`config.mk`:
```
export PLATFORM = sky130hd
export DESIGN_NAME = swr_cell
export DESIGN_NICKNAME = d
export VERILOG_FILES = /design/src/hdl/swr_pkg.sv /design/src/hdl/swr_cell.sv
export SDC_FILE = /design/constraint.sdc
export NUM_CORES = 1
export LEC_CHECK = 0
export BUFFER_PORTS_ARGS = -buffer_cell sky130_fd_sc_hd__clkbuf_2
export CAP_MARGIN = 10
export CELL_PAD_IN_SITES_DETAIL_PLACEMENT = 1
export CELL_PAD_IN_SITES_GLOBAL_PLACEMENT = 1
export CORE_UTILIZATION = 23
export DETAILED_ROUTE_END_ITERATION = 16
export PLACE_DENSITY = 0.76
export SLEW_MARGIN = 20
export SYNTH_ARGS = -nofsm -noshare
export SYNTH_HDL_FRONTEND = slang
export SYNTH_SLANG_ARGS = --single-unit
```
`constraint.sdc`:
```
create_clock -name aclk -period 2.3 [get_ports aclk]
set_clock_uncertainty 0.2 [all_clocks]
set_input_delay 0.345 -clock aclk [delete_from_list [all_inputs] [get_ports aclk]]
set_output_delay 0.345 -clock aclk [all_outputs]
set_load 0.01 [all_outputs]
```
`src/hdl/swr_pkg.sv`:
```
// shared constants and types for the sliding window range unit
`default_nettype none

package swr_pkg;

    localparam int WINDOW_MAX_DEF  = 64;
    localparam int SAMPLE_BITS_DEF = 16;
    localparam int CFG_BITS        = 7;
    localparam int RANGE_BITS      = 16;
    localparam int WINDOW_RESET    = 1;

    // membership of one stored sample in the two candidate lists
    typedef struct packed {
        logic max_mem;
        logic min_mem;
    } cand_flags_t;

endpackage

`default_nettype wire

```
`src/hdl/swr_cell.sv`:
```
// one cell of the sample chain: a stored sample and its candidate flags
`default_nettype none

module swr_cell #(
    parameter int SAMPLE_BITS = swr_pkg::SAMPLE_BITS_DEF,
    parameter int WIN_BITS    = swr_pkg::CFG_BITS,
    parameter int CELL_IDX    = 0
) (
    input  wire logic                          aclk,
    input  wire logic                          aresetn,
    input  wire logic                          shift_en,
    input  wire logic                          flush,
    input  wire logic signed [SAMPLE_BITS-1:0] sample,
    input  wire logic        [WIN_BITS-1:0]    win_eff,
    input  wire logic signed [SAMPLE_BITS-1:0] prev_value,
    input  wire swr_pkg::cand_flags_t          prev_flags,
    output logic signed      [SAMPLE_BITS-1:0] value,
    output swr_pkg::cand_flags_t               flags
);
    import swr_pkg::*;

    logic signed [SAMPLE_BITS-1:0] value_reg;
    logic signed [SAMPLE_BITS-1:0] value_next;
    cand_flags_t                   flags_reg;
    cand_flags_t                   flags_next;
    logic                          in_window;

    // age of an entry equals its position in the chain
    assign in_window = WIN_BITS'(CELL_IDX) < win_eff;

    always_comb begin
        if (CELL_IDX == 0) begin
            // newest sample joins both lists
            value_next         = sample;
            flags_next.max_mem = 1'b1;
            flags_next.min_mem = 1'b1;
        end else begin
            value_next         = prev_value;
            flags_next.max_mem = prev_flags.max_mem & ~flush & in_window
                                 & (sample < prev_value);
            flags_next.min_mem = prev_flags.min_mem & ~flush & in_window
                                 & (sample > prev_value);
        end
    end

    always_ff @(posedge aclk) begin
        if (!aresetn) begin
            flags_reg <= '0;
        end else if (shift_en) begin
            flags_reg <= flags_next;
        end
    end

    always_ff @(posedge aclk) begin
        if (shift_en) begin
            value_reg <= value_next;
        end
    end

    assign value = value_reg;
    assign flags = flags_reg;

endmodule

`default_nettype wire

```
==> flow_summary.json, run 1 <==
{
  "worst_skew_pair.late_latency_ns": 0.28,
  "vias": 323,
  "die_width_um": 49.3,
  "clock_tree.root_cell": "clkbuf_4",
  "clockPowerShare_pct": 25.3,
  "coreArea_mm2": 0.00204,
  "path_delay_family": "flip-flops",
  "p_leak_nw": 0.332,
  "crit_path_max_incr_delay_ns": 0.39,
  "cts.sink_count": 17,
  "vias_in_the_first_global_route": 339,
  "p_switching_w": 0.000115,
  "min_from": "sample[13]",
  "period_share_pct": 58.6,
  "placementRows": 16,
  "rsz0062_at_grt": "no",
  "grt_overflow_total": 0,
  "timing.critical_path.required_ns": 1.75,
  "hold_violations": 0,
  "synth_top_area_cell": "edfxtp_1",
  "cts_repair_resize_count": 0,
  "most_used_layer_global_route": "met2",
  "layout_cell_share_with_drive_strength_beyond_1_pct": 67.2,
  "max-vdd-ir-drop_mv": 0.368,
  "worst_pin_slew_ns": 0.392,
  "ctsLongestPathBuffers": 2,
  "critical_path_buf_inv_count": 1,
  "initial_core_util_pct": 25.2,
  "timing.rr.start": "flags[1]$_SDFFE_PN0P_",
  "finalWeightedCongestion": 0.585,
  "most-common-layout-cells": "36 x clkbuf_2, 16 x edfxtp_1, 3 x clkbuf_4",
  "seq_power_share_pct": 64.8,
  "synth_largest_type_area_fraction_pct": 93.2,
  "synth.top_cells.by_area": "edfxtp_1 93%, dfxtp_1 3.9%, buf_4 1.5%",
  "synth_warnings": 0,
  "first_pass_iters": 3,
  "shortest_clock_period_the_worst_path_allows_after_layout_ns": 1.35,
  "intPower_w": 0.000459,
  "grt_max_degree": 18,
  "power_density_mw_per_mm2": 767,
  "worst_setup_path_startpoint": "value[7]$_DFFE_PP_",
  "nFillCells": 233,
  "tritoncts_clock_tree": "yes",
  "grt_first_pass_wirelength_um": 1610,
  "worstSetupEndpointType": "primary output",
  "netlist_instances": 19,
  "yosysUniqueCellTypes": 4,
  "layout.nets": 104,
  "route.detailed.drc": 0,
  "postCtsSetupBuffers": 0,
  "outcome": "completed",
  "syn_to_final_growth_pct": 45.1,
  "detail_route.iter0.violations": 2,
  "die_area_mm2": 0.00243,
  "clock_buffers_created_by_tritoncts": 3,
  "timing.critical_path.arrival_ns": 0.80,
  "fin_setup_tns_ns": 0,
  "groute.layer.met1.usage_pct": 9.20,
  "clock_tree.htree_level_count": 1,
  "antenna_cells": 0,
  "numPortBuffers": 36,
  "grt_use_met2_pct": 16.9,
  "grtUsageMet3_pct": 4.98,
  "height_of_the_chip_um": 49.3,
  "hold_path.class": "input port to register",
  "grtUsageTotal_pct": 9.63,
  "timing.max_slew.rel_slack_pct": 73.9,
  "max_clock_freq_mhz": 742,
  "final_core_util_pct": 36.6,
  "path_max_fanout": 1,
  "cts_hold_buffers": 0,
  "synth_seq_cells": 17,
  "ioPinCount": 63,
  "grt_antenna_before_repair": 0,
  "wl_per_cell_um": 11.6,
  "max-cap-violations": 0,
  "wirelength_um": 982,
  "critPathSlowestCell": "edfxtp_1",
  "cp_cell_sequence": "clkbuf_2",
  "syn-cell-area_um2": 515,
  "netSwitchingFraction_pct": 20.1,
  "synth.yosys.seq_area_share_pct": 97.1,
  "routed_via_density": 3.80,
  "layout_commonest_cell": "clkbuf_2",
  "synth_fp_nets": 64,
  "critPathKind": "register to primary output",
  "post_synth.cell_area_avg_um2": 27.1,
  "largest_register_ff_count": 16,
  "setup-violations-final": 0,
  "setup.worst_path.start_class": "register",
  "ant_nets": 0,
  "whs_ns": 0.0357,
  "slew_violations": 0,
  "clkTransAtPathRegs_ns": 0.09,
  "p_comb_share_pct": 9.9
}
power by group through the flow:
stage	clock network [W]	registers, W	logic (W)
finish	0.000145	0.000372	0.0000568
global route	0.000162	0.000376	0.0000620
CTS	0.000152	0.000373	0.0000583
detailed placement	0	0.000380	0.0000584
global placement	0	0.000378	0.0000573
floorplan	0	0.000392	0.00000323
layer usage:
metal / vias up / share of wire [%]
li1: 151 / -
met1: 141 / 39
met2: 29 / 50
met3: 2 / 9.7
met4: 0 / 1.2
met5: - / 0
synth_stat cells, drive strengths merged:
master,n
dfxtp,1
edfxtp,16
buf,1
o21a,1
final timing paths:
kind                                 to  slack (ns)  depth (start not counted)
hold reg to reg   flags[1]$_SDFFE_PN0P_        0.33                          1
hold / removal      value[13]$_DFFE_PP_        0.04                          1
setup reg to reg  flags[1]$_SDFFE_PN0P_        1.48                          1
setup / recovery               value[7]        0.95                          1
metrics by stage:
| stage | power (W) | setup WS (ns) | instances | cell area, um2 |
|---|---|---|---|---|
| after floorplan | 0.000395 | 1.25 | 19 | 515 |
| after global placement | 0.000435 | 1.05 | 81 | 722 |
| after detailed placement | 0.000438 | 1.05 | 81 | 722 |
| after CTS | 0.000583 | 0.924 | 85 | 748 |
| after global routing | 0.000599 | 0.896 | 85 | 748 |
| final | 0.000574 | 0.951 | 85 | 748 |
final cells by class:
cell class	instances	area, um2	share of cell area, %
Sequential cell	17	500	66.9
Timing Repair Buffer	36	180	24.1
Tap cell	27	33.8	4.52
Clock buffer	4	26.3	3.51
Multi-Input combinational cell	1	7.51	1.00
cells by family (layout without fill, tap and decap cells):
family	count (synthesis)	count (layout)	synth area share [%]
AOI/OAI and AO/OA	1	1	1.46
DFF	17	17	97.1
buffers and inverters	1	40	1.46
No activity file was read; power rests on OpenSTA's default activity.
==> run 2, diff against run 1 <==
CORE_UTILIZATION = 19   (was 23)
PLACE_DENSITY = 0.66   (was 0.76)
clock period = 1.2 ns   (was 2.3 ns; I/O delays follow)
==> flow_summary.json, run 2 (synthesis results as in run 1) <==
{
  "layout.nets": 121,
  "path_max_fanout": 1,
  "clkTransAtPathRegs_ns": 0.09,
  "height_of_the_chip_um": 54.1,
  "tritoncts_clock_tree": "yes",
  "critPathSlowestCell": "edfxtp_1",
  "detail_route.iter0.violations": 2,
  "rsz0062_at_grt": "yes",
  "finalWeightedCongestion": 0.627,
  "antenna_cells": 0,
  "ant_nets": 0,
  "placed_cells": 84,
  "slew_violations": 0,
  "grtUsageTotal_pct": 7.90,
  "setup-violations-final": 0,
  "power_density_mw_per_mm2": 1260,
  "hold_violations": 0,
  "shortest_clock_period_the_worst_path_allows_after_layout_ns": 1.18,
  "first_pass_iters": 3,
  "most-common-layout-cells": "36 x clkbuf_2, 17 x dlygate4sd3_1, 16 x edfxtp_1, 3 x clkbuf_4",
  "outcome": "completed",
  "worst_skew_pair.late_latency_ns": 0.28,
  "max-vdd-ir-drop_mv": 0.885,
  "coreArea_mm2": 0.00252,
  "cts.sink_count": 17,
  "initial_core_util_pct": 20.4,
  "layout_commonest_cell": "clkbuf_2",
  "max-cap-violations": 0,
  "routed_via_density": 3.62,
  "layout_cell_share_with_drive_strength_beyond_1_pct": 53.3,
  "critPathKind": "register to primary output",
  "die_width_um": 54.1,
  "wl_per_cell_um": 10.7,
  "layout.cells.non_filler": 105,
  "grt_antenna_before_repair": 0,
  "crit_path_max_incr_delay_ns": 0.38,
  "timing.max_slew.rel_slack_pct": 72.0,
  "vias": 380,
  "worst_pin_slew_ns": 0.421,
  "placementRows": 18,
  "largest_register_ff_count": 16,
  "ioPinCount": 63,
  "numPortBuffers": 36,
  "fin_setup_tns_ns": 0,
  "vias_in_the_first_global_route": 374,
  "route.detailed.drc": 0,
  "die_area_mm2": 0.00293,
  "timing.critical_path.required_ns": 0.82,
  "ctsLongestPathBuffers": 2,
  "clock_tree.root_cell": "clkbuf_4",
  "wirelength_um": 1120,
  "syn_to_final_growth_pct": 79.1,
  "max_clock_freq_mhz": 846,
  "hold_path.class": "input port to register",
  "cp_cell_sequence": "clkbuf_2",
  "p_leak_nw": 0.403,
  "critical_path_buf_inv_count": 1,
  "timing.critical_path.arrival_ns": 0.80,
  "period_share_pct": 98.5,
  "grt_overflow_total": 0,
  "path_delay_family": "flip-flops",
  "grt_max_degree": 18,
  "setup.worst_path.start_class": "register",
  "clock_buffers_created_by_tritoncts": 3,
  "grt_first_pass_wirelength_um": 1500,
  "worstSetupEndpointType": "primary output",
  "clock_tree.htree_level_count": 1
}
run 2: changes by cell type in the layout (fill, tap and decap cells not counted):
cell / before / now
dfxtp_2: 0 / 1
dfxtp_1: 1 / 0
dlygate4sd3_1: 0 / 17
run 2: cell type report:
type,instances,area (um2)
multi-input cells,1,7.51
clock buffers,4,26.3
fillers,278,1600
repair buffers,53,350
well taps,30,37.5
flip-flops and latches,17,502
run 2: layer usage:
metal / share of wire, % / GRT usage, %
met5: 0 / 0
met4: 0 / 0
met3: 12 / 6.21
met2: 51 / 15.2
met1: 37 / 6.61
run 2: per-stage QoR:
step / total power, W / hold WS (ns) / utilization, % / area (um2) / setup slack [ns]
2_1_floorplan: 0.000758 / 0.0789 / - / 515 / 0.313
6_report: 0.00116 / 0.216 / 36.6 / 923 / 0.0177
4_1_cts: 0.00118 / 0.223 / 36.6 / 922 / -0.00187
3_3_place_gp: 0.000836 / 0.159 / 28.8 / 726 / 0.114
3_5_place_dp: 0.000839 / 0.159 / 28.8 / 726 / 0.0873
5_1_grt: 0.00121 / 0.254 / 36.6 / 923 / -0.0338
run 2: path summary, 6_finish.rpt:
check / slack (ns) / endpoint / start / cells past startpoint
min reg2reg: 0.28 / flags[1]$_SDFFE_PN0P_ / flags[1]$_SDFFE_PN0P_ / 1
min: 0.22 / value[3]$_DFFE_PP_ / shift_en / 1
max reg2reg: 0.40 / flags[1]$_SDFFE_PN0P_ / flags[1]$_SDFFE_PN0P_ / 1
max: 0.02 / value[4] / value[4]$_DFFE_PP_ / 1
run 2: where the power goes:
part | total [W] | leakage (nW) | internal [W] | switching, W
clock | 0.000296 | 0.0150 | 0.000129 | 0.000167
combinational | 0.000155 | 0.223 | 0.0000873 | 0.0000677
sequential | 0.000711 | 0.165 | 0.000699 | 0.0000114
run 2: what timing repair did:
item | 4_1_cts | 5_1_grt
hold buffers | 17 | 0
setup endpoints to repair | 2 | 12
hold endpoints to repair | 17 | 0
setup buffers | 0 | 0
cloned | 0 | 0
resized for setup | 0 | 1
